[src/alpha_content_bounding_box_defines.svh]
// ----------------------------------------------------------------------------
// Alpha content bounding box: assertion macros
// Shared macros for the concurrent checks of the bounding box block.
// ----------------------------------------------------------------------------
`ifndef ALPHA_CONTENT_BOUNDING_BOX_DEFINES_SVH
`define ALPHA_CONTENT_BOUNDING_BOX_DEFINES_SVH

// The consequent must hold in the same cycle as the antecedent.
`define ACBB_ASSERT_SAME(label, clk, rst_n, ante, cons) \
    label: assert property (@(posedge clk) disable iff (!(rst_n)) (ante) |-> (cons)) \
        else $error("acbb check failed in the same cycle");

// The consequent must hold in the cycle after the antecedent.
`define ACBB_ASSERT_NEXT(label, clk, rst_n, ante, cons) \
    label: assert property (@(posedge clk) disable iff (!(rst_n)) (ante) |=> (cons)) \
        else $error("acbb check failed in the next cycle");

`endif

[src/acbb_pkg.sv]
// ----------------------------------------------------------------------------
// Alpha content bounding box package
// Widths, register indexes, reset values and helpers of the block.
// ----------------------------------------------------------------------------
package acbb_pkg;

    localparam int DEFAULT_MAX_DIM = 4096;

    localparam int DIM_W    = 13;
    localparam int ALPHA_W  = 8;
    localparam int BYTE_W   = 8;
    localparam int COORD_W  = 14;
    localparam int CALC_W   = 18;
    localparam int CFG_IDX_W = 3;
    localparam int CFG_DATA_W = 13;

    localparam logic [CFG_IDX_W-1:0] REG_FRAME_WIDTH        = 3'd0;
    localparam logic [CFG_IDX_W-1:0] REG_FRAME_HEIGHT       = 3'd1;
    localparam logic [CFG_IDX_W-1:0] REG_ALPHA_THRESHOLD    = 3'd2;
    localparam logic [CFG_IDX_W-1:0] REG_EDGE_PADDING       = 3'd3;
    localparam logic [CFG_IDX_W-1:0] REG_FALLBACK_HALF_SIZE = 3'd4;

    localparam logic [DIM_W-1:0]  RST_FRAME_WIDTH        = 13'd256;
    localparam logic [DIM_W-1:0]  RST_FRAME_HEIGHT       = 13'd256;
    localparam logic [BYTE_W-1:0] RST_ALPHA_THRESHOLD    = 8'd10;
    localparam logic [BYTE_W-1:0] RST_EDGE_PADDING       = 8'd4;
    localparam logic [BYTE_W-1:0] RST_FALLBACK_HALF_SIZE = 8'd50;

    typedef logic signed [CALC_W-1:0] t_calc;
    typedef logic signed [COORD_W-1:0] t_coord;

    // Clamps a programmed frame size to the supported range.
    function automatic logic [DIM_W-1:0] eff_dim(input logic [DIM_W-1:0] v,
                                                 input int unsigned max_dim);
        logic [DIM_W-1:0] res;
        res = v;
        if (v == '0) begin
            res = DIM_W'(1);
        end else if (32'(v) > max_dim) begin
            res = DIM_W'(max_dim);
        end
        return res;
    endfunction

endpackage

[src/alpha_content_bounding_box.sv]
// ----------------------------------------------------------------------------
// Alpha content bounding box
// Scans a raster stream of pixel alphas and reports the padded box of
// visible content, or a centered fallback box, once per frame.
// ----------------------------------------------------------------------------
// One pixel is taken every clock cycle while o_stall is low; the only work per
// pixel is a compare-and-update of the running box, done combinationally ahead
// of the result register. The result of a frame appears in the cycle after
// its last pixel is taken. Input stall is high only while the next pixel would
// end a frame and the previous result is still held by a stalled output;
// every other pixel is taken regardless of the output side.
`include "alpha_content_bounding_box_defines.svh"

module alpha_content_bounding_box
    import acbb_pkg::*;
#(
    parameter int MAX_DIM = DEFAULT_MAX_DIM
) (
    input  logic                  i_clk,
    input  logic                  i_rst_n,

    input  logic                  i_cfg_valid,
    output logic                  o_cfg_ready,
    input  logic [CFG_IDX_W-1:0]  i_cfg_index,
    input  logic [CFG_DATA_W-1:0] i_cfg_data,

    input  logic                  i_valid,
    output logic                  o_stall,
    input  logic [ALPHA_W-1:0]    i_pixel_alpha,

    output logic                  o_valid,
    input  logic                  i_stall,
    output logic signed [COORD_W-1:0] o_box_left,
    output logic signed [COORD_W-1:0] o_box_top,
    output logic signed [COORD_W-1:0] o_box_right,
    output logic signed [COORD_W-1:0] o_box_bottom,
    output logic                  o_content_found
);

    localparam int CNT_W = (MAX_DIM > 1) ? $clog2(MAX_DIM) : 1;

    logic [DIM_W-1:0]  r_frame_width;
    logic [DIM_W-1:0]  r_frame_height;
    logic [BYTE_W-1:0] r_alpha_threshold;
    logic [BYTE_W-1:0] r_edge_padding;
    logic [BYTE_W-1:0] r_fallback_half_size;

    logic [CNT_W-1:0] r_col;
    logic [CNT_W-1:0] r_row;
    logic [CNT_W-1:0] r_least_col;
    logic [CNT_W-1:0] r_greatest_col;
    logic [CNT_W-1:0] r_least_row;
    logic [CNT_W-1:0] r_greatest_row;
    logic             r_seen;

    logic [CNT_W-1:0] n_least_col;
    logic [CNT_W-1:0] n_greatest_col;
    logic [CNT_W-1:0] n_least_row;
    logic [CNT_W-1:0] n_greatest_row;
    logic             n_seen;

    logic             r_out_valid;
    t_coord           r_box_left;
    t_coord           r_box_top;
    t_coord           r_box_right;
    t_coord           r_box_bottom;
    logic             r_content_found;

    logic [DIM_W-1:0] w_eff;
    logic [DIM_W-1:0] h_eff;
    logic             row_end;
    logic             frame_end;
    logic             hit;
    logic             in_acc;
    logic             out_free;

    t_calc pad;
    t_calc half;
    t_calc w_last;
    t_calc h_last;
    t_calc left_d;
    t_calc top_d;
    t_calc right_d;
    t_calc bottom_d;
    t_calc n_left;
    t_calc n_top;
    t_calc n_right;
    t_calc n_bottom;

    assign o_cfg_ready = 1'b1;

    always_ff @(posedge i_clk) begin
        if (!i_rst_n) begin
            r_frame_width        <= RST_FRAME_WIDTH;
            r_frame_height       <= RST_FRAME_HEIGHT;
            r_alpha_threshold    <= RST_ALPHA_THRESHOLD;
            r_edge_padding       <= RST_EDGE_PADDING;
            r_fallback_half_size <= RST_FALLBACK_HALF_SIZE;
        end else if (i_cfg_valid && o_cfg_ready) begin
            case (i_cfg_index)
                REG_FRAME_WIDTH:        r_frame_width        <= i_cfg_data;
                REG_FRAME_HEIGHT:       r_frame_height       <= i_cfg_data;
                REG_ALPHA_THRESHOLD:    r_alpha_threshold    <= i_cfg_data[BYTE_W-1:0];
                REG_EDGE_PADDING:       r_edge_padding       <= i_cfg_data[BYTE_W-1:0];
                REG_FALLBACK_HALF_SIZE: r_fallback_half_size <= i_cfg_data[BYTE_W-1:0];
                default: ;
            endcase
        end
    end

    always_comb begin
        w_eff     = eff_dim(r_frame_width, MAX_DIM);
        h_eff     = eff_dim(r_frame_height, MAX_DIM);
        row_end   = 32'(r_col) >= (32'(w_eff) - 32'd1);
        frame_end = row_end && (32'(r_row) >= (32'(h_eff) - 32'd1));
        hit       = i_pixel_alpha > r_alpha_threshold;
        out_free  = !r_out_valid || !i_stall;
        o_stall   = frame_end && !out_free;
        in_acc    = i_valid && !o_stall;
    end

    always_comb begin
        n_least_col    = r_least_col;
        n_greatest_col = r_greatest_col;
        n_least_row    = r_least_row;
        n_greatest_row = r_greatest_row;
        n_seen         = r_seen || hit;
        if (hit) begin
            if (!r_seen || r_col < r_least_col) begin
                n_least_col = r_col;
            end
            if (!r_seen || r_col > r_greatest_col) begin
                n_greatest_col = r_col;
            end
            if (!r_seen || r_row < r_least_row) begin
                n_least_row = r_row;
            end
            if (!r_seen || r_row > r_greatest_row) begin
                n_greatest_row = r_row;
            end
        end
    end

    always_comb begin
        pad      = $signed(CALC_W'(r_edge_padding));
        half     = $signed(CALC_W'(r_fallback_half_size));
        w_last   = $signed(CALC_W'(w_eff)) - t_calc'(1);
        h_last   = $signed(CALC_W'(h_eff)) - t_calc'(1);
        left_d   = $signed(CALC_W'(n_least_col)) - pad;
        top_d    = $signed(CALC_W'(n_least_row)) - pad;
        right_d  = $signed(CALC_W'(n_greatest_col)) + pad;
        bottom_d = $signed(CALC_W'(n_greatest_row)) + pad;
        if (n_seen) begin
            n_left   = (left_d < 0) ? '0 : left_d;
            n_top    = (top_d < 0) ? '0 : top_d;
            n_right  = ((right_d > w_last) ? w_last : right_d) + t_calc'(1);
            n_bottom = ((bottom_d > h_last) ? h_last : bottom_d) + t_calc'(1);
        end else begin
            n_left   = $signed(CALC_W'(w_eff >> 1)) - half;
            n_top    = $signed(CALC_W'(h_eff >> 1)) - half;
            n_right  = $signed(CALC_W'(w_eff >> 1)) + half;
            n_bottom = $signed(CALC_W'(h_eff >> 1)) + half;
        end
    end

    always_ff @(posedge i_clk) begin
        if (!i_rst_n) begin
            r_col  <= '0;
            r_row  <= '0;
            r_seen <= 1'b0;
        end else if (in_acc) begin
            if (frame_end) begin
                r_col  <= '0;
                r_row  <= '0;
                r_seen <= 1'b0;
            end else begin
                r_seen <= n_seen;
                if (row_end) begin
                    r_col <= '0;
                    r_row <= r_row + CNT_W'(1);
                end else begin
                    r_col <= r_col + CNT_W'(1);
                end
            end
        end
    end

    always_ff @(posedge i_clk) begin
        if (in_acc) begin
            r_least_col    <= n_least_col;
            r_greatest_col <= n_greatest_col;
            r_least_row    <= n_least_row;
            r_greatest_row <= n_greatest_row;
        end
    end

    always_ff @(posedge i_clk) begin
        if (!i_rst_n) begin
            r_out_valid <= 1'b0;
        end else if (out_free) begin
            r_out_valid <= in_acc && frame_end;
        end
    end

    always_ff @(posedge i_clk) begin
        if (in_acc && frame_end) begin
            r_box_left      <= n_left[COORD_W-1:0];
            r_box_top       <= n_top[COORD_W-1:0];
            r_box_right     <= n_right[COORD_W-1:0];
            r_box_bottom    <= n_bottom[COORD_W-1:0];
            r_content_found <= n_seen;
        end
    end

    assign o_valid         = r_out_valid;
    assign o_box_left      = r_box_left;
    assign o_box_top       = r_box_top;
    assign o_box_right     = r_box_right;
    assign o_box_bottom    = r_box_bottom;
    assign o_content_found = r_content_found;

    `ACBB_ASSERT_SAME(a_stall_needs_held_result, i_clk, i_rst_n, o_stall, o_valid && i_stall)
    `ACBB_ASSERT_NEXT(a_no_result_mid_frame, i_clk, i_rst_n,
                      in_acc && !frame_end && out_free, !o_valid)
    `ACBB_ASSERT_SAME(a_found_box_not_negative, i_clk, i_rst_n, o_valid && o_content_found,
                      !o_box_left[COORD_W-1] && !o_box_top[COORD_W-1])

endmodule

[config.mk]
export PLATFORM = sky130hd
export DESIGN_NAME = alpha_content_bounding_box
export DESIGN_NICKNAME = d
export VERILOG_FILES = /design/src/acbb_pkg.sv /design/src/alpha_content_bounding_box.sv
export VERILOG_INCLUDE_DIRS = /design/src /design/src/src
export SDC_FILE = /design/constraint.sdc
export NUM_CORES = 1
export LEC_CHECK = 0
export BUFFER_PORTS_ARGS = -buffer_cell sky130_fd_sc_hd__buf_2
export CORE_UTILIZATION = 65
export CTS_BUF_LIST = sky130_fd_sc_hd__clkbuf_4
export CTS_CLUSTER_SIZE = 30
export DETAILED_ROUTE_END_ITERATION = 8
export PLACE_DENSITY_LB_ADDON = 0.12
export SLEW_MARGIN = 20
export SYNTH_ARGS = -nofsm -noshare
export SYNTH_HDL_FRONTEND = slang
export SYNTH_SLANG_ARGS = --single-unit
[constraint.sdc]
create_clock -name i_clk -period 21.4 [get_ports i_clk]
set_clock_uncertainty 0.1 [all_clocks]
set_input_delay 0 -clock i_clk [delete_from_list [all_inputs] [get_ports i_clk]]
set_output_delay 0 -clock i_clk [all_outputs]
set_load 0.05 [all_outputs]
==> Word level (Yosys, flattened, before mapping) <==
Index checks and enable logic that the tools add are counted.
W data, S select, Z words.
{ "totals": {"out_inout_bits": 60, "word_cells": 101, "regBits": 181} }
{ "classes": {"n_eq_ne": 4, "reduce_logical": 25, "magnitude_cmp": 13, "n_mux": 25, "add_sub_neg": 16} }
{ "op_table": {"columns": ["op", "n"], "rows": [
  ["$mux W12", 12],
  ["$mux W14", 8],
  ["$ge A12 B32 Y1", 2],
  ["$sub A13 B1 Y14 const B", 4],
  ["$add A12 B8 Y13", 4],
  ["$mux W13", 4],
  ["$sub A12 B8 Y13", 4],
  ["$add A14 B2 Y14 const B", 2],
  ["$gt A14 B14 Y1", 2],
  ["$gt A13 B13 Y1 const B", 2],
  ["$logic_not A13 Y1", 2],
  ["$lt A13 B1 Y1 const B", 2],
  ["$add A12 B1 Y12 const B", 2],
  ["$gt A12 B12 Y1", 2],
  ["$lt A12 B12 Y1", 2],
  ["$reduce_and A2 Y1", 6],
  ["$gt A8 B8 Y1", 1],
  ["$eq A3 B2 Y1 const B", 2],
  ["$logic_or A1 B1 Y1", 6],
  ["$logic_not A1 Y1", 5],
  ["$logic_and A1 B1 Y1", 4],
  ["$eq A3 B1 Y1 const B", 1],
  ["$eq A3 B3 Y1 const B", 1],
  ["$logic_not A3 Y1", 1],
  ["2 further kinds", 2]
]} }

==> Longest topological paths before layout <==
Gate-level depths: netlist of the first run.
{ "depth": {"ltp_word": 10, "depth_mapped": 36} }

==> Worst setup path before layout of the first run <==
No wires, ideal clock.
{ "synth_timing": {"path_kind": "register -> register", "startpoint": "register r_alpha_threshold[1]", "endpoint": "register r_box_right[12], in the netlist o_box_right[12], data pin", "n_path_buf": 3, "setup_ps": 174, "arrival_ps": 6637, "setup_slack_ps": 14489, "stages_incl_launch_ff": 32, "required_time_ps": 21126, "cell_sequence": "dfxtp_1 > inv_1 > ha_1 > nor2b_1 > o211ai_1 > a21oi_1 > o21bai_1 > a211oi_2 > clkbuf_1 > clkbuf_1 > mux2_2 > ha_1 > inv_1 > fa_1 > o21ai_0 > a31oi_1 > o21ai_1 > nand3_1 > xnor2_1 > mux2i_1 > ha_1 > a21o_1 > a21oi_1 > nand2b_1 > a221oi_1 > a221oi_4 > buf_2 > o21ai_0 > ha_1 > inv_1 > or3_1 > a311oi_1"} }
{ "synth_via": {"elab_chain_cells": 7, "word_cells_on_any_way": 8} }
{ "synth_lines": {"columns": ["element", "line_no", "rtl"], "rows": [
  ["start: declaration", "alpha_content_bounding_box.sv:44", "logic [BYTE_W-1:0] r_alpha_threshold;"],
  ["start signal: assignment", "alpha_content_bounding_box.sv:103", "REG_ALPHA_THRESHOLD: r_alpha_threshold <= i_cfg_data[BYTE_W-1:0];"],
  ["$gt A8 B8 Y1 *", "alpha_content_bounding_box.sv:116", "hit = i_pixel_alpha > r_alpha_threshold;"],
  ["$mux W12 *", "alpha_content_bounding_box.sv:128", "if (hit) begin"],
  ["net n_greatest_col[0]", "alpha_content_bounding_box.sv:57", "logic [CNT_W-1:0] n_greatest_col;"],
  ["$add A12 B8 Y13 *", "alpha_content_bounding_box.sv:151", "right_d = $signed(CALC_W'(n_greatest_col)) + pad;"],
  ["$gt A14 B14 Y1", "alpha_content_bounding_box.sv:156", "n_right = ((right_d > w_last) ? w_last : right_d) + t_calc'(1);"],
  ["$mux W14 *", "alpha_content_bounding_box.sv:156", null],
  ["$add A14 B2 Y14 *", "alpha_content_bounding_box.sv:156", null],
  ["$mux W14 *", "alpha_content_bounding_box.sv:153", "if (n_seen) begin"],
  ["net n_right[12]", "alpha_content_bounding_box.sv:87", "t_calc n_right;"],
  ["end signal: assignment", "alpha_content_bounding_box.sv:209", "r_box_right <= n_right[COORD_W-1:0];"],
  ["end: declaration", "alpha_content_bounding_box.sv:65", "t_coord r_box_right;"]
]} }
Mark *: on every way through the listed nets, which the timed path passes. The rest lies on a longest branch.
A chain may end at the register's enable or synchronous reset.

==> Worst setup path after layout of the first run <==
{ "layout_timing": {"startpoint": "register r_alpha_threshold[7]", "endpoint": "register r_box_bottom[6], in the netlist o_box_bottom[6], data pin"} }
{ "layout_via": {"elab_chain_cells": 7, "word_cells_on_any_way": 8} }
{ "layout_lines": {"columns": ["element", "line_no", "rtl"], "rows": [
  ["$gt A8 B8 Y1 *", "alpha_content_bounding_box.sv:116", null],
  ["$mux W12 *", "alpha_content_bounding_box.sv:128", null],
  ["net n_greatest_row[2]", "alpha_content_bounding_box.sv:59", "logic [CNT_W-1:0] n_greatest_row;"],
  ["$add A12 B8 Y13 *", "alpha_content_bounding_box.sv:152", "bottom_d = $signed(CALC_W'(n_greatest_row)) + pad;"],
  ["$gt A14 B14 Y1", "alpha_content_bounding_box.sv:157", "n_bottom = ((bottom_d > h_last) ? h_last : bottom_d) + t_calc'(1);"],
  ["$mux W14 *", "alpha_content_bounding_box.sv:157", null],
  ["$add A14 B2 Y14 *", "alpha_content_bounding_box.sv:157", null],
  ["$mux W14 *", "alpha_content_bounding_box.sv:153", null],
  ["net n_bottom[6]", "alpha_content_bounding_box.sv:88", "t_calc n_bottom;"],
  ["end signal: assignment", "alpha_content_bounding_box.sv:210", "r_box_bottom <= n_bottom[COORD_W-1:0];"],
  ["end: declaration", "alpha_content_bounding_box.sv:66", "t_coord r_box_bottom;"]
]} }
Marked as above.

==> run_summary.xml, run 1 <==
<?xml version="1.0" encoding="UTF-8"?>
<metrics>
  <group name="place">
    <metric name="placed_area" unit="mm²">0.0155</metric>
    <metric name="detailed_place_hpwl" unit="mm">31.7</metric>
    <metric name="gp_congestion" unit="">0.954</metric>
    <metric name="placement.io_buffers" unit="">87</metric>
    <metric name="place.detailed.instances" unit="">2054</metric>
  </group>
  <group name="run_status">
    <metric name="run_status" unit="">finished clean</metric>
  </group>
  <group name="clock_network">
    <metric name="cts.repair_timing.setup_buffer_count" unit="">0</metric>
    <metric name="tritoncts" unit="">done</metric>
    <metric name="number_of_clock_sinks" unit="">179</metric>
    <metric name="clock_slew_seen_by_the_registers_of_the_worst_setup_and_hold_paths" unit="ns">0.17</metric>
    <metric name="clock_latency" unit="ns">0.61</metric>
    <metric name="max_buffers_root_to_sink" unit="">2</metric>
    <metric name="root_buffer" unit="">clkbuf_4</metric>
    <metric name="htree_num_levels" unit="">4</metric>
    <metric name="cts_buffers" unit="">17</metric>
  </group>
  <group name="timing">
    <metric name="setup_viol_count_final" unit="">0</metric>
    <metric name="rsz0062_at_grt" unit="">no</metric>
    <metric name="post-route-period-util" unit="%">36.8</metric>
    <metric name="max_freq" unit="MHz">127</metric>
    <metric name="layout_min_cycle_time" unit="ns">7.87</metric>
    <metric name="final.hold.worst_slack" unit="ns">0.152</metric>
    <metric name="setup_tns" unit="ns">0</metric>
    <metric name="final_hold_vios" unit="">0</metric>
    <metric name="final_max_slew_viol_count" unit="">0</metric>
    <metric name="worst_pin_slew" unit="ns">1.09</metric>
    <metric name="worst_case_headroom_to_the_max_slew_limit" unit="%">27.2</metric>
  </group>
  <group name="setup_path">
    <metric name="critical_path_arrival" unit="ns">8.09</metric>
    <metric name="critical_path_peak_fanout" unit="">20</metric>
    <metric name="critical_path_depth" unit="">32</metric>
    <metric name="cpMaxStageDelayCell" unit="">o21ai_0</metric>
    <metric name="slowest_delay" unit="ns">0.60</metric>
    <metric name="critPathTopFamily" unit="">compound AO/OA/AOI/OAI gates</metric>
    <metric name="timing.critical_path.from_type" unit="">flop</metric>
    <metric name="cp_num_buf_inv" unit="">3</metric>
    <metric name="worst_setup_path_class" unit="">flop to flop</metric>
    <metric name="required" unit="ns">21.62</metric>
    <metric name="r2r_cells" unit="">32</metric>
    <metric name="timing.reg2reg.setup_slack" unit="ns">13.53</metric>
    <metric name="endpoint_kind" unit="">flop</metric>
    <metric name="critical-path-top-cell-by-count" unit="">o21ai_0</metric>
  </group>
  <group name="floorplanning">
    <metric name="start_util" unit="%">66.0</metric>
    <metric name="die_area" unit="mm²">0.0235</metric>
    <metric name="floorplan.die.width" unit="µm">153</metric>
    <metric name="placementRows" unit="">55</metric>
    <metric name="die_height" unit="µm">153</metric>
    <metric name="floorplan.core_area" unit="mm²">0.0226</metric>
    <metric name="design.portCount" unit="">89</metric>
  </group>
  <group name="yosys">
    <metric name="synth_top_family_by_area" unit="">compound AO/OA/AOI/OAI gates</metric>
    <metric name="yosysUniqueCellTypes" unit="">83</metric>
    <metric name="flip_flop_cell_with_the_highest_count_after_synthesis" unit="">edfxtp_1</metric>
    <metric name="ys_ff_latch" unit="">179</metric>
    <metric name="cell_accounting_for_the_most_synthesized_area" unit="">edfxtp_1</metric>
    <metric name="synthesis.yosys.warnings" unit="">0</metric>
    <metric name="synth_top_area_share" unit="%">20.7</metric>
    <metric name="synth.cell_area" unit="mm²">0.0149</metric>
    <metric name="post_synthesis_simple_gate_area_fraction" unit="%">18.8</metric>
    <metric name="synth.mux.area_fraction" unit="%">2.95</metric>
    <metric name="synth_compound_gate_area_share" unit="%">20.2</metric>
    <metric name="syn-instance-count" unit="">1732</metric>
    <metric name="ys_async_sr_fraction" unit="%">0</metric>
    <metric name="synthAdderAreaFrac" unit="%">15.8</metric>
    <metric name="post_synth_xor_area_fraction" unit="%">5.82</metric>
    <metric name="avgSynthCellArea" unit="µm²">8.61</metric>
    <metric name="synth.area.top_cells" unit="">edfxtp_1, ha_1, dfxtp_1</metric>
    <metric name="synth_edf_count" unit="">103</metric>
    <metric name="synth-seq-area-share" unit="%">31.0</metric>
  </group>
  <group name="final_layout">
    <metric name="finish.utilization" unit="%">72.3</metric>
    <metric name="most-common-layout-cells" unit="">nand2_1, ha_1, inv_1</metric>
    <metric name="share_of_post_route_cells_with_drive_strength_above_1" unit="%">9.20</metric>
    <metric name="synthToLayoutAreaGrowth" unit="%">9.47</metric>
    <metric name="finalNetCount" unit="">2047</metric>
    <metric name="layout_cell_area_excl_fill" unit="mm²">0.0163</metric>
    <metric name="fin_cells" unit="">2133</metric>
    <metric name="mostFrequentLayoutCell" unit="">nand2_1</metric>
  </group>
  <group name="detailed_routing">
    <metric name="num_vias" unit="">13400</metric>
    <metric name="drt_iter0_drc" unit="">1145</metric>
    <metric name="routed_via_density" unit="">6.28</metric>
    <metric name="drc" unit="">0</metric>
    <metric name="ant_nets" unit="">0</metric>
    <metric name="route.detailed.wl_per_inst" unit="µm">20.0</metric>
    <metric name="totalWireLength" unit="mm">42.7</metric>
    <metric name="drt_first_pass_iters" unit="">8</metric>
  </group>
  <group name="global_routing">
    <metric name="grt_remaining_overflow" unit="">0</metric>
    <metric name="grt_pass1_vias" unit="">12600</metric>
    <metric name="largest_net_degree_at_the_start_of_global_routing" unit="">56</metric>
    <metric name="global_route.peak_usage_layer" unit="">met2</metric>
    <metric name="global_route_wire_length_before_repair" unit="mm">66.5</metric>
    <metric name="grt_antenna_before_repair" unit="">1</metric>
    <metric name="met2_usage" unit="%">60.0</metric>
    <metric name="grt_usage" unit="%">36.4</metric>
    <metric name="use_met1" unit="%">46.6</metric>
    <metric name="grt.met3_usage" unit="%">5.27</metric>
  </group>
  <group name="power">
    <metric name="maximum_ir_drop_on_the_vdd_rail" unit="mV">0.0485</metric>
    <metric name="power.static_leakage" unit="µW">0.00724</metric>
    <metric name="cellPowerDensity" unit="mW/mm²">54.7</metric>
  </group>
  <group name="min_path">
    <metric name="hold_path.class" unit="">input port to flop</metric>
    <metric name="holdPathStages" unit="">4</metric>
  </group>
  <group name="run">
    <metric name="maxCapViolCount" unit="">0</metric>
  </group>
</metrics>
==> flip-flops by register name, indices dropped and copies added (netlist names) <==
signal	flops
o_box_bottom	14
o_box_right	14
o_box_left	13
o_box_top	13
r_frame_height	13
r_frame_width	13
r_col	12
r_greatest_col	12
r_greatest_row	12
r_least_col	12
r_least_row	12
r_row	12
r_alpha_threshold	8
r_edge_padding	8
r_fallback_half_size	8
o_content_found	1
o_valid	1
r_seen	1
==> through the flow <==
| step | setup WS, ns | power (µW) |
|---|---|---|
| final | 13.53 | 892 |
| after CTS | 13.61 | 887 |
| after floorplan | 14.49 | 592 |
| after detailed placement | 13.63 | 663 |
| after global placement | 13.88 | 657 |
| after global routing | 13.01 | 932 |
==> cells by family (layout without fill, tap and decap cells) <==
family                   Yosys count  count (layout)
other                              2               4
buffers and inverters            206             320
adder cells (fa/ha/maj)          184             184
XOR/XNOR                          99              99
flip-flops                       179             179
AO/OA/AOI/OAI                    450             450
multiplexers                      41              41
AND/OR/NAND/NOR                  571             571
==> report_power, final <==
part,internal (µW),switching (µW),total (µW)
sequential,382,8.63,390
combinational,106,174,280
clock,86.4,135,222
==> path summary, 6_finish.rpt <==
kind,to,from
setup / recovery,o_box_bottom[6],r_alpha_threshold[7]
hold / removal,r_fallback_half_size[3],i_cfg_data[3]
setup reg to reg,o_box_bottom[6],r_alpha_threshold[7]
hold reg to reg,r_alpha_threshold[5],r_alpha_threshold[5]
==> tightest hold or removal path: stages <==
cell and delay (ns):
dlygate4sd3_1 0.53, buf_2 0.16, nand2_1 0.06, a21boi_0 0.07
==> layout make-up <==
cell class | count | area (µm²)
antenna | 1 | 2.50
clock buffer | 19 | 143
clock inverter | 13 | 171
fill | 1744 | 6250
inverter | 143 | 538
multi-input combinational | 1348 | 9510
sequential | 179 | 4610
tap | 285 | 357
timing repair buffer | 145 | 987
==> synthesized netlist by cell type (26+ instances only) <==
cell,instances
a21boi_0,50
inv_1,142
xor2_1,41
a21o_1,53
o21ai_0,102
edfxtp_1,103
nand3_1,53
clkbuf_1,50
a21oi_1,87
ha_1,176
mux2i_1,28
nor2b_1,38
nand2b_1,30
dfxtp_1,76
and3_1,26
nand2_1,199
nor2_1,105
xnor2_1,58
==> what timing repair did <==
item,CTS,global route
hold buffers,45,0
resized for setup,0,0
endpoints found under the hold margin,68,0
==> metal layers <==
layer | vias up | routed length (µm) | part of all wire, %
met3 | 121 | 3050 | 7.1
met2 | 557 | 20000 | 47
met5 | - | 0 | 0
li1 | 6427 | - | -
met1 | 6296 | 17600 | 41
met4 | 0 | 2080 | 4.9
No activity file was read; power rests on OpenSTA's default activity.
==> run 2: changes to the inputs <==
--- a/config.mk
+++ b/config.mk
@@ -7,7 +7,7 @@
 export NUM_CORES = 1
 export LEC_CHECK = 0
 export BUFFER_PORTS_ARGS = -buffer_cell sky130_fd_sc_hd__buf_2
-export CORE_UTILIZATION = 65
+export CORE_UTILIZATION = 64
 export CTS_BUF_LIST = sky130_fd_sc_hd__clkbuf_4
 export CTS_CLUSTER_SIZE = 30
 export DETAILED_ROUTE_END_ITERATION = 8
==> constraint.sdc (replaced) <==
create_clock -name i_clk -period 7.8 [get_ports i_clk]
set_clock_uncertainty 0.1 [all_clocks]
set_input_delay 0 -clock i_clk [delete_from_list [all_inputs] [get_ports i_clk]]
set_output_delay 0 -clock i_clk [all_outputs]
set_load 0.05 [all_outputs]
==> run_summary.xml, run 2 (synthesis gave the netlist of run 1 again) <==
<?xml version="1.0" encoding="UTF-8"?>
<metrics>
  <group name="setup_path">
    <metric name="critical_path_peak_fanout" unit="">22</metric>
    <metric name="r2r_cells" unit="">33</metric>
    <metric name="slowest_delay" unit="ns">0.47</metric>
    <metric name="worst_r2r_startpoint" unit="">r_row[6]</metric>
    <metric name="setup.worst_path.end" unit="">o_box_bottom[6]</metric>
    <metric name="timing.rr.end" unit="">o_box_bottom[6]</metric>
    <metric name="timing.critical_path.from_type" unit="">flop</metric>
    <metric name="worst_setup_path_class" unit="">flop to flop</metric>
    <metric name="cpMaxStageDelayCell" unit="">nor4_4</metric>
    <metric name="critical_path_arrival" unit="ns">7.55</metric>
    <metric name="crit_path_start" unit="">r_row[6]</metric>
    <metric name="required" unit="ns">8.04</metric>
    <metric name="endpoint_kind" unit="">flop</metric>
    <metric name="timing.reg2reg.setup_slack" unit="ns">0.49</metric>
    <metric name="critical-path-top-cell-by-count" unit="">o21ai_0</metric>
  </group>
  <group name="power">
    <metric name="power.share.combinational" unit="%">32.7</metric>
    <metric name="internal_power" unit="µW">1550</metric>
    <metric name="power.clock.fraction" unit="%">23.3</metric>
    <metric name="net_switching_power_of_the_design" unit="µW">877</metric>
    <metric name="maximum_ir_drop_on_the_vdd_rail" unit="mV">0.0976</metric>
    <metric name="p_seq_share" unit="%">44.0</metric>
    <metric name="fraction_of_power_spent_switching_nets" unit="%">36.1</metric>
    <metric name="power.static_leakage" unit="µW">0.00735</metric>
    <metric name="cellPowerDensity" unit="mW/mm²">147</metric>
  </group>
  <group name="floorplanning">
    <metric name="design.portCount" unit="">89</metric>
    <metric name="die_area" unit="mm²">0.0239</metric>
    <metric name="floorplan.core_area" unit="mm²">0.0227</metric>
    <metric name="placementRows" unit="">55</metric>
    <metric name="start_util" unit="%">65.6</metric>
    <metric name="die_height" unit="µm">155</metric>
    <metric name="floorplan.die.width" unit="µm">155</metric>
  </group>
  <group name="global_routing">
    <metric name="largest_net_degree_at_the_start_of_global_routing" unit="">55</metric>
    <metric name="grt_antenna_before_repair" unit="">2</metric>
    <metric name="grt_remaining_overflow" unit="">0</metric>
    <metric name="met2_usage" unit="%">60.8</metric>
    <metric name="global_route.peak_usage_layer" unit="">met2</metric>
    <metric name="grt_usage" unit="%">36.8</metric>
    <metric name="global_route_wire_length_before_repair" unit="mm">68.4</metric>
    <metric name="use_met1" unit="%">46.4</metric>
    <metric name="grt.met3_usage" unit="%">6.02</metric>
    <metric name="grt_pass1_vias" unit="">13000</metric>
  </group>
  <group name="timing">
    <metric name="worst_pin_slew" unit="ns">0.987</metric>
    <metric name="final_hold_vios" unit="">0</metric>
    <metric name="max_freq" unit="MHz">137</metric>
    <metric name="setup_ws" unit="ns">0.488</metric>
    <metric name="setup_viol_count_final" unit="">0</metric>
    <metric name="layout_min_cycle_time" unit="ns">7.31</metric>
    <metric name="worst_case_headroom_to_the_max_slew_limit" unit="%">34.2</metric>
    <metric name="post-route-period-util" unit="%">93.7</metric>
    <metric name="final_max_slew_viol_count" unit="">0</metric>
  </group>
  <group name="clock_network">
    <metric name="tritoncts" unit="">done</metric>
    <metric name="clock_latency" unit="ns">0.60</metric>
    <metric name="clock_slew_seen_by_the_registers_of_the_worst_setup_and_hold_paths" unit="ns">0.17</metric>
    <metric name="max_buffers_root_to_sink" unit="">2</metric>
    <metric name="cts_buffers" unit="">17</metric>
    <metric name="root_buffer" unit="">clkbuf_4</metric>
    <metric name="number_of_clock_sinks" unit="">179</metric>
    <metric name="htree_num_levels" unit="">4</metric>
  </group>
  <group name="final_layout">
    <metric name="mostFrequentLayoutCell" unit="">nand2_1</metric>
    <metric name="finalNetCount" unit="">2066</metric>
    <metric name="synthToLayoutAreaGrowth" unit="%">10.6</metric>
    <metric name="share_of_post_route_cells_with_drive_strength_above_1" unit="%">10.7</metric>
    <metric name="most-common-layout-cells" unit="">nand2_1, ha_1, inv_1</metric>
    <metric name="fillerInstances" unit="">1768</metric>
    <metric name="layout_cell_area_excl_fill" unit="mm²">0.0165</metric>
    <metric name="finish.utilization" unit="%">72.6</metric>
  </group>
  <group name="run">
    <metric name="maxCapViolCount" unit="">0</metric>
  </group>
  <group name="detailed_routing">
    <metric name="ant_nets" unit="">0</metric>
    <metric name="drt_first_pass_iters" unit="">6</metric>
    <metric name="drt_iter0_drc" unit="">1262</metric>
    <metric name="drc" unit="">0</metric>
    <metric name="route.detailed.wl_per_inst" unit="µm">20.2</metric>
    <metric name="num_vias" unit="">13600</metric>
    <metric name="totalWireLength" unit="mm">43.4</metric>
    <metric name="routed_via_density" unit="">6.30</metric>
  </group>
  <group name="run_status">
    <metric name="run_status" unit="">finished clean</metric>
  </group>
  <group name="place">
    <metric name="detailed_place_hpwl" unit="mm">32.6</metric>
    <metric name="gp_congestion" unit="">0.964</metric>
    <metric name="placement.io_buffers" unit="">87</metric>
    <metric name="place_worst_setup_slack" unit="ns">-0.272</metric>
    <metric name="placed_area" unit="mm²">0.0157</metric>
  </group>
  <group name="min_path">
    <metric name="hold_path.class" unit="">input port to flop</metric>
  </group>
</metrics>
==> run 2: cell count changes in the layout (fill, tap and decap cells not counted), sizes merged <==
cell	change
inv	-1
dlygate4sd3	-4
diode	+1
clkinvlp	+3
buf	+23
bufinv	-1
clkbuf	-1
==> run 2: final cells by class <==
| cell class | count | area [µm²] | share of cell area (%) |
|---|---|---|---|
| Timing Repair Buffer | 164 | 1130 | 6.85 |
| Clock buffer | 18 | 135 | 0.820 |
| Inverter | 143 | 537 | 3.26 |
| Sequential cell | 179 | 4620 | 28.0 |
| Multi-Input combinational cell | 1348 | 9550 | 58.0 |
| Antenna cell | 2 | 5.00 | 0.0304 |
| Tap cell | 285 | 357 | 2.16 |
| Clock inverter | 14 | 151 | 0.919 |
==> run 2: power groups by stage <==
stage / clock network (µW) / logic [µW] / registers [µW]
after floorplan: 0 / 544 / 1080
after global placement: 0 / 723 / 1090
after detailed placement: 0 / 738 / 1090
after CTS: 567 / 757 / 1070
after global routing: 593 / 866 / 1070
final: 566 / 795 / 1070
==> run 2: timing repair <==
item | in CTS | in global routing
resized for setup | 3 | 9
cloned | 0 | 0
hold buffers | 41 | 0
pin swaps | 0 | 4
setup endpoints to repair | 4 | 7
buffers inserted | 0 | 7
endpoints found under the hold margin | 60 | 0
==> run 2: metal layers <==
metal	vias up	part of all wire, %	routed length, µm
met5	-	0	0
met4	0	4.8	2060
met3	122	7.1	3100
met2	572	47	20300
met1	6424	41	18000
li1	6447	-	-
==> run 2: worst min path at each step <==
stage | from | depth (start not counted) | to | slack [ns]
5_1_grt | i_cfg_data[11] | 4 | r_frame_width[11] | 0.16
6_report | i_cfg_data[8] | 4 | r_frame_width[8] | 0.18
3_5_place_dp | i_cfg_data[12] | 3 | r_frame_height[12] | 0.18
3_3_place_gp | i_cfg_data[8] | 3 | r_frame_height[8] | 0.18
4_1_cts | i_cfg_data[8] | 4 | r_frame_width[8] | 0.15
2_1_floorplan | i_cfg_data[8] | 2 | r_frame_height[8] | 0.02
==> run 2: worst max-delay path, delay by kind of cell (launching register included) <==
| kind | cells | cell delay (ns) |
|---|---|---|
| buffers and inverters | 3 | 0.40 |
| adder cells (fa/ha/maj) | 4 | 1.36 |
| AO/OA/AOI/OAI | 11 | 1.93 |
| XOR/XNOR | 1 | 0.10 |
| flip-flops | 1 | 0.45 |
| AND/OR/NAND/NOR | 14 | 2.69 |
==> run 2: stage by stage <==
stage / instances / hold slack (ns) / setup TNS (ns) / power [µW]
2_1_floorplan: 1733 / 0.0240 / 0 / 1620
3_3_place_gp: 2071 / 0.177 / -0.144 / 1810
3_5_place_dp: 2071 / 0.181 / -0.410 / 1830
4_1_cts: 2144 / 0.145 / 0 / 2390
5_1_grt: 2152 / 0.160 / -0.00936 / 2530
6_report: 2153 / 0.179 / 0 / 2430
==> run 3: changes to the inputs <==
--- a/config.mk
+++ b/config.mk
@@ -6,7 +6,7 @@
 export SDC_FILE = /design/constraint.sdc
 export NUM_CORES = 1
 export LEC_CHECK = 0
-export BUFFER_PORTS_ARGS = -buffer_cell sky130_fd_sc_hd__buf_2
+export BUFFER_PORTS_ARGS = -buffer_cell sky130_fd_sc_hd__clkbuf_2
 export CORE_UTILIZATION = 64
 export CTS_BUF_LIST = sky130_fd_sc_hd__clkbuf_4
 export CTS_CLUSTER_SIZE = 30
==> run_summary.xml, run 3 (synthesis gave the netlist of run 1 again) <==
<?xml version="1.0" encoding="UTF-8"?>
<metrics>
  <group name="floorplanning">
    <metric name="design.portCount" unit="">89</metric>
    <metric name="die_area" unit="mm²">0.0239</metric>
    <metric name="start_util" unit="%">65.6</metric>
    <metric name="placementRows" unit="">55</metric>
    <metric name="floorplan.core_area" unit="mm²">0.0227</metric>
    <metric name="floorplan.die.width" unit="µm">155</metric>
    <metric name="die_height" unit="µm">155</metric>
  </group>
  <group name="timing">
    <metric name="final_max_slew_viol_count" unit="">0</metric>
    <metric name="worst_pin_slew" unit="ns">1.07</metric>
    <metric name="setup_ws" unit="ns">0.565</metric>
    <metric name="setup_viol_count_final" unit="">0</metric>
    <metric name="max_freq" unit="MHz">138</metric>
    <metric name="setup_tns" unit="ns">0</metric>
    <metric name="layout_min_cycle_time" unit="ns">7.24</metric>
    <metric name="worst_case_headroom_to_the_max_slew_limit" unit="%">29.0</metric>
    <metric name="final.hold.worst_slack" unit="ns">0.126</metric>
    <metric name="post-route-period-util" unit="%">92.8</metric>
    <metric name="final_hold_vios" unit="">0</metric>
  </group>
  <group name="power">
    <metric name="cellPowerDensity" unit="mW/mm²">145</metric>
    <metric name="power.static_leakage" unit="µW">0.00729</metric>
    <metric name="maximum_ir_drop_on_the_vdd_rail" unit="mV">0.0890</metric>
  </group>
  <group name="final_layout">
    <metric name="share_of_post_route_cells_with_drive_strength_above_1" unit="%">10.6</metric>
    <metric name="synthToLayoutAreaGrowth" unit="%">9.54</metric>
    <metric name="finish.utilization" unit="%">71.9</metric>
    <metric name="mostFrequentLayoutCell" unit="">nand2_1</metric>
    <metric name="layout_cell_area_excl_fill" unit="mm²">0.0163</metric>
    <metric name="fillerInstances" unit="">1819</metric>
    <metric name="most-common-layout-cells" unit="">nand2_1, ha_1, inv_1</metric>
    <metric name="finalNetCount" unit="">2054</metric>
  </group>
  <group name="global_routing">
    <metric name="grt_antenna_before_repair" unit="">1</metric>
    <metric name="largest_net_degree_at_the_start_of_global_routing" unit="">55</metric>
    <metric name="global_route.peak_usage_layer" unit="">met2</metric>
    <metric name="global_route_wire_length_before_repair" unit="mm">67.4</metric>
    <metric name="use_met1" unit="%">46.8</metric>
    <metric name="grt_pass1_vias" unit="">12700</metric>
    <metric name="grt_usage" unit="%">36.3</metric>
    <metric name="met2_usage" unit="%">59.7</metric>
    <metric name="grt.met3_usage" unit="%">5.07</metric>
    <metric name="grt_remaining_overflow" unit="">0</metric>
  </group>
  <group name="min_path">
    <metric name="timing.hold.worst.start" unit="">i_stall</metric>
    <metric name="holdPathEnd" unit="">o_valid</metric>
    <metric name="hold_path.class" unit="">input port to flop</metric>
    <metric name="holdPathStages" unit="">4</metric>
  </group>
  <group name="clock_network">
    <metric name="root_buffer" unit="">clkbuf_4</metric>
    <metric name="htree_num_levels" unit="">4</metric>
    <metric name="tritoncts" unit="">done</metric>
    <metric name="clock_latency" unit="ns">0.61</metric>
    <metric name="clock_slew_seen_by_the_registers_of_the_worst_setup_and_hold_paths" unit="ns">0.16</metric>
    <metric name="cts_buffers" unit="">17</metric>
    <metric name="number_of_clock_sinks" unit="">179</metric>
    <metric name="max_buffers_root_to_sink" unit="">2</metric>
  </group>
  <group name="setup_path">
    <metric name="endpoint_kind" unit="">flop</metric>
    <metric name="timing.critical_path.from_type" unit="">flop</metric>
    <metric name="worst_r2r_startpoint" unit="">r_greatest_row[9]</metric>
    <metric name="critical_path_peak_fanout" unit="">10</metric>
    <metric name="r2r_cells" unit="">31</metric>
    <metric name="timing.rr.end" unit="">o_box_bottom[6]</metric>
    <metric name="worst_setup_path_class" unit="">flop to flop</metric>
    <metric name="slowest_delay" unit="ns">0.50</metric>
    <metric name="critical_path_arrival" unit="ns">7.50</metric>
    <metric name="required" unit="ns">8.06</metric>
    <metric name="cpMaxStageDelayCell" unit="">nor4_1</metric>
    <metric name="timing.reg2reg.setup_slack" unit="ns">0.56</metric>
  </group>
  <group name="detailed_routing">
    <metric name="route.detailed.wl_per_inst" unit="µm">19.8</metric>
    <metric name="totalWireLength" unit="mm">42.4</metric>
    <metric name="ant_nets" unit="">0</metric>
    <metric name="num_vias" unit="">13400</metric>
    <metric name="drc" unit="">0</metric>
    <metric name="routed_via_density" unit="">6.24</metric>
    <metric name="drt_first_pass_iters" unit="">5</metric>
    <metric name="drt_iter0_drc" unit="">1054</metric>
  </group>
  <group name="run">
    <metric name="maxCapViolCount" unit="">0</metric>
  </group>
  <group name="place">
    <metric name="gp_congestion" unit="">0.955</metric>
    <metric name="placed_area" unit="mm²">0.0157</metric>
    <metric name="place_worst_setup_slack" unit="ns">-0.228</metric>
    <metric name="detailed_place_hpwl" unit="mm">32.2</metric>
    <metric name="placement.io_buffers" unit="">87</metric>
  </group>
  <group name="run_status">
    <metric name="run_status" unit="">finished clean</metric>
  </group>
</metrics>
[run 3: area by class of cell]
cell class                      instances  area, µm²  share of cell area (%)
Timing Repair Buffer                  152       1020                    6.26
Antenna cell                            2       5.00                  0.0306
Inverter                              143        537                    3.29
Multi-Input combinational cell       1348       9550                    58.5
Sequential cell                       179       4620                    28.3
Clock inverter                         15        120                   0.736
Clock buffer                           17        128                   0.781
Tap cell                              285        357                    2.18
[run 3: power breakdown]
| group | internal [µW] | switching [µW] | leakage, µW | total (µW) |
|---|---|---|---|---|
| Combinational | 298 | 483 | 0.00553 | 782 |
| Sequential | 1050 | 20.5 | 0.00161 | 1070 |
| Clock | 137 | 384 | 0.000148 | 520 |
[run 3: metrics by stage]
stage | power [µW] | std cells
CTS | 2350 | 2137
floorplan | 1620 | 1733
finish | 2370 | 2141
detailed placement | 1830 | 2072
global placement | 1810 | 2072
global route | 2480 | 2140
[run 3: worst max-delay path by stage]
| stage | from | end | slack (ns) | cells after the start |
|---|---|---|---|---|
| final | r_greatest_row[9] | o_box_bottom[6] | 0.56 | 31 |
| after global routing | r_greatest_row[9] | o_box_bottom[6] | -0.02 | 33 |
| after CTS | r_greatest_row[9] | o_box_bottom[6] | 0.03 | 34 |
| after detailed placement | r_greatest_row[9] | o_box_bottom[6] | -0.23 | 34 |
| after global placement | r_row[11] | o_box_bottom[6] | -0.06 | 33 |
| after floorplan | r_alpha_threshold[1] | o_box_right[12] | 0.89 | 31 |
[run 3: worst max-delay path, delay by kind of cell (launching register included)]
kind / cells / cell delay, ns
adders and majority gates: 5 / 1.52
xor gates and xnor gates: 1 / 0.10
buffers and inverters: 3 / 0.27
AOI/OAI and AO/OA: 11 / 2.00
DFF: 1 / 0.43
muxes: 1 / 0.27
and+or+nand+nor: 10 / 2.32
[run 3: routing by layer]
| layer | vias up | share of wire, % |
|---|---|---|
| li1 | 6428 | - |
| met1 | 6335 | 42 |
| met2 | 490 | 46 |
| met3 | 117 | 6.5 |
| met4 | 0 | 5.0 |
| met5 | - | 0 |
[run 3: repair_timing]
action / in CTS / in global routing
hold buffers: 33 / 0
gates resized for setup: 2 / 13
endpoints found under the hold margin: 60 / 0
pin swaps: 0 / 3
setup endpoints to repair: 4 / 13
setup buffers: 0 / 2
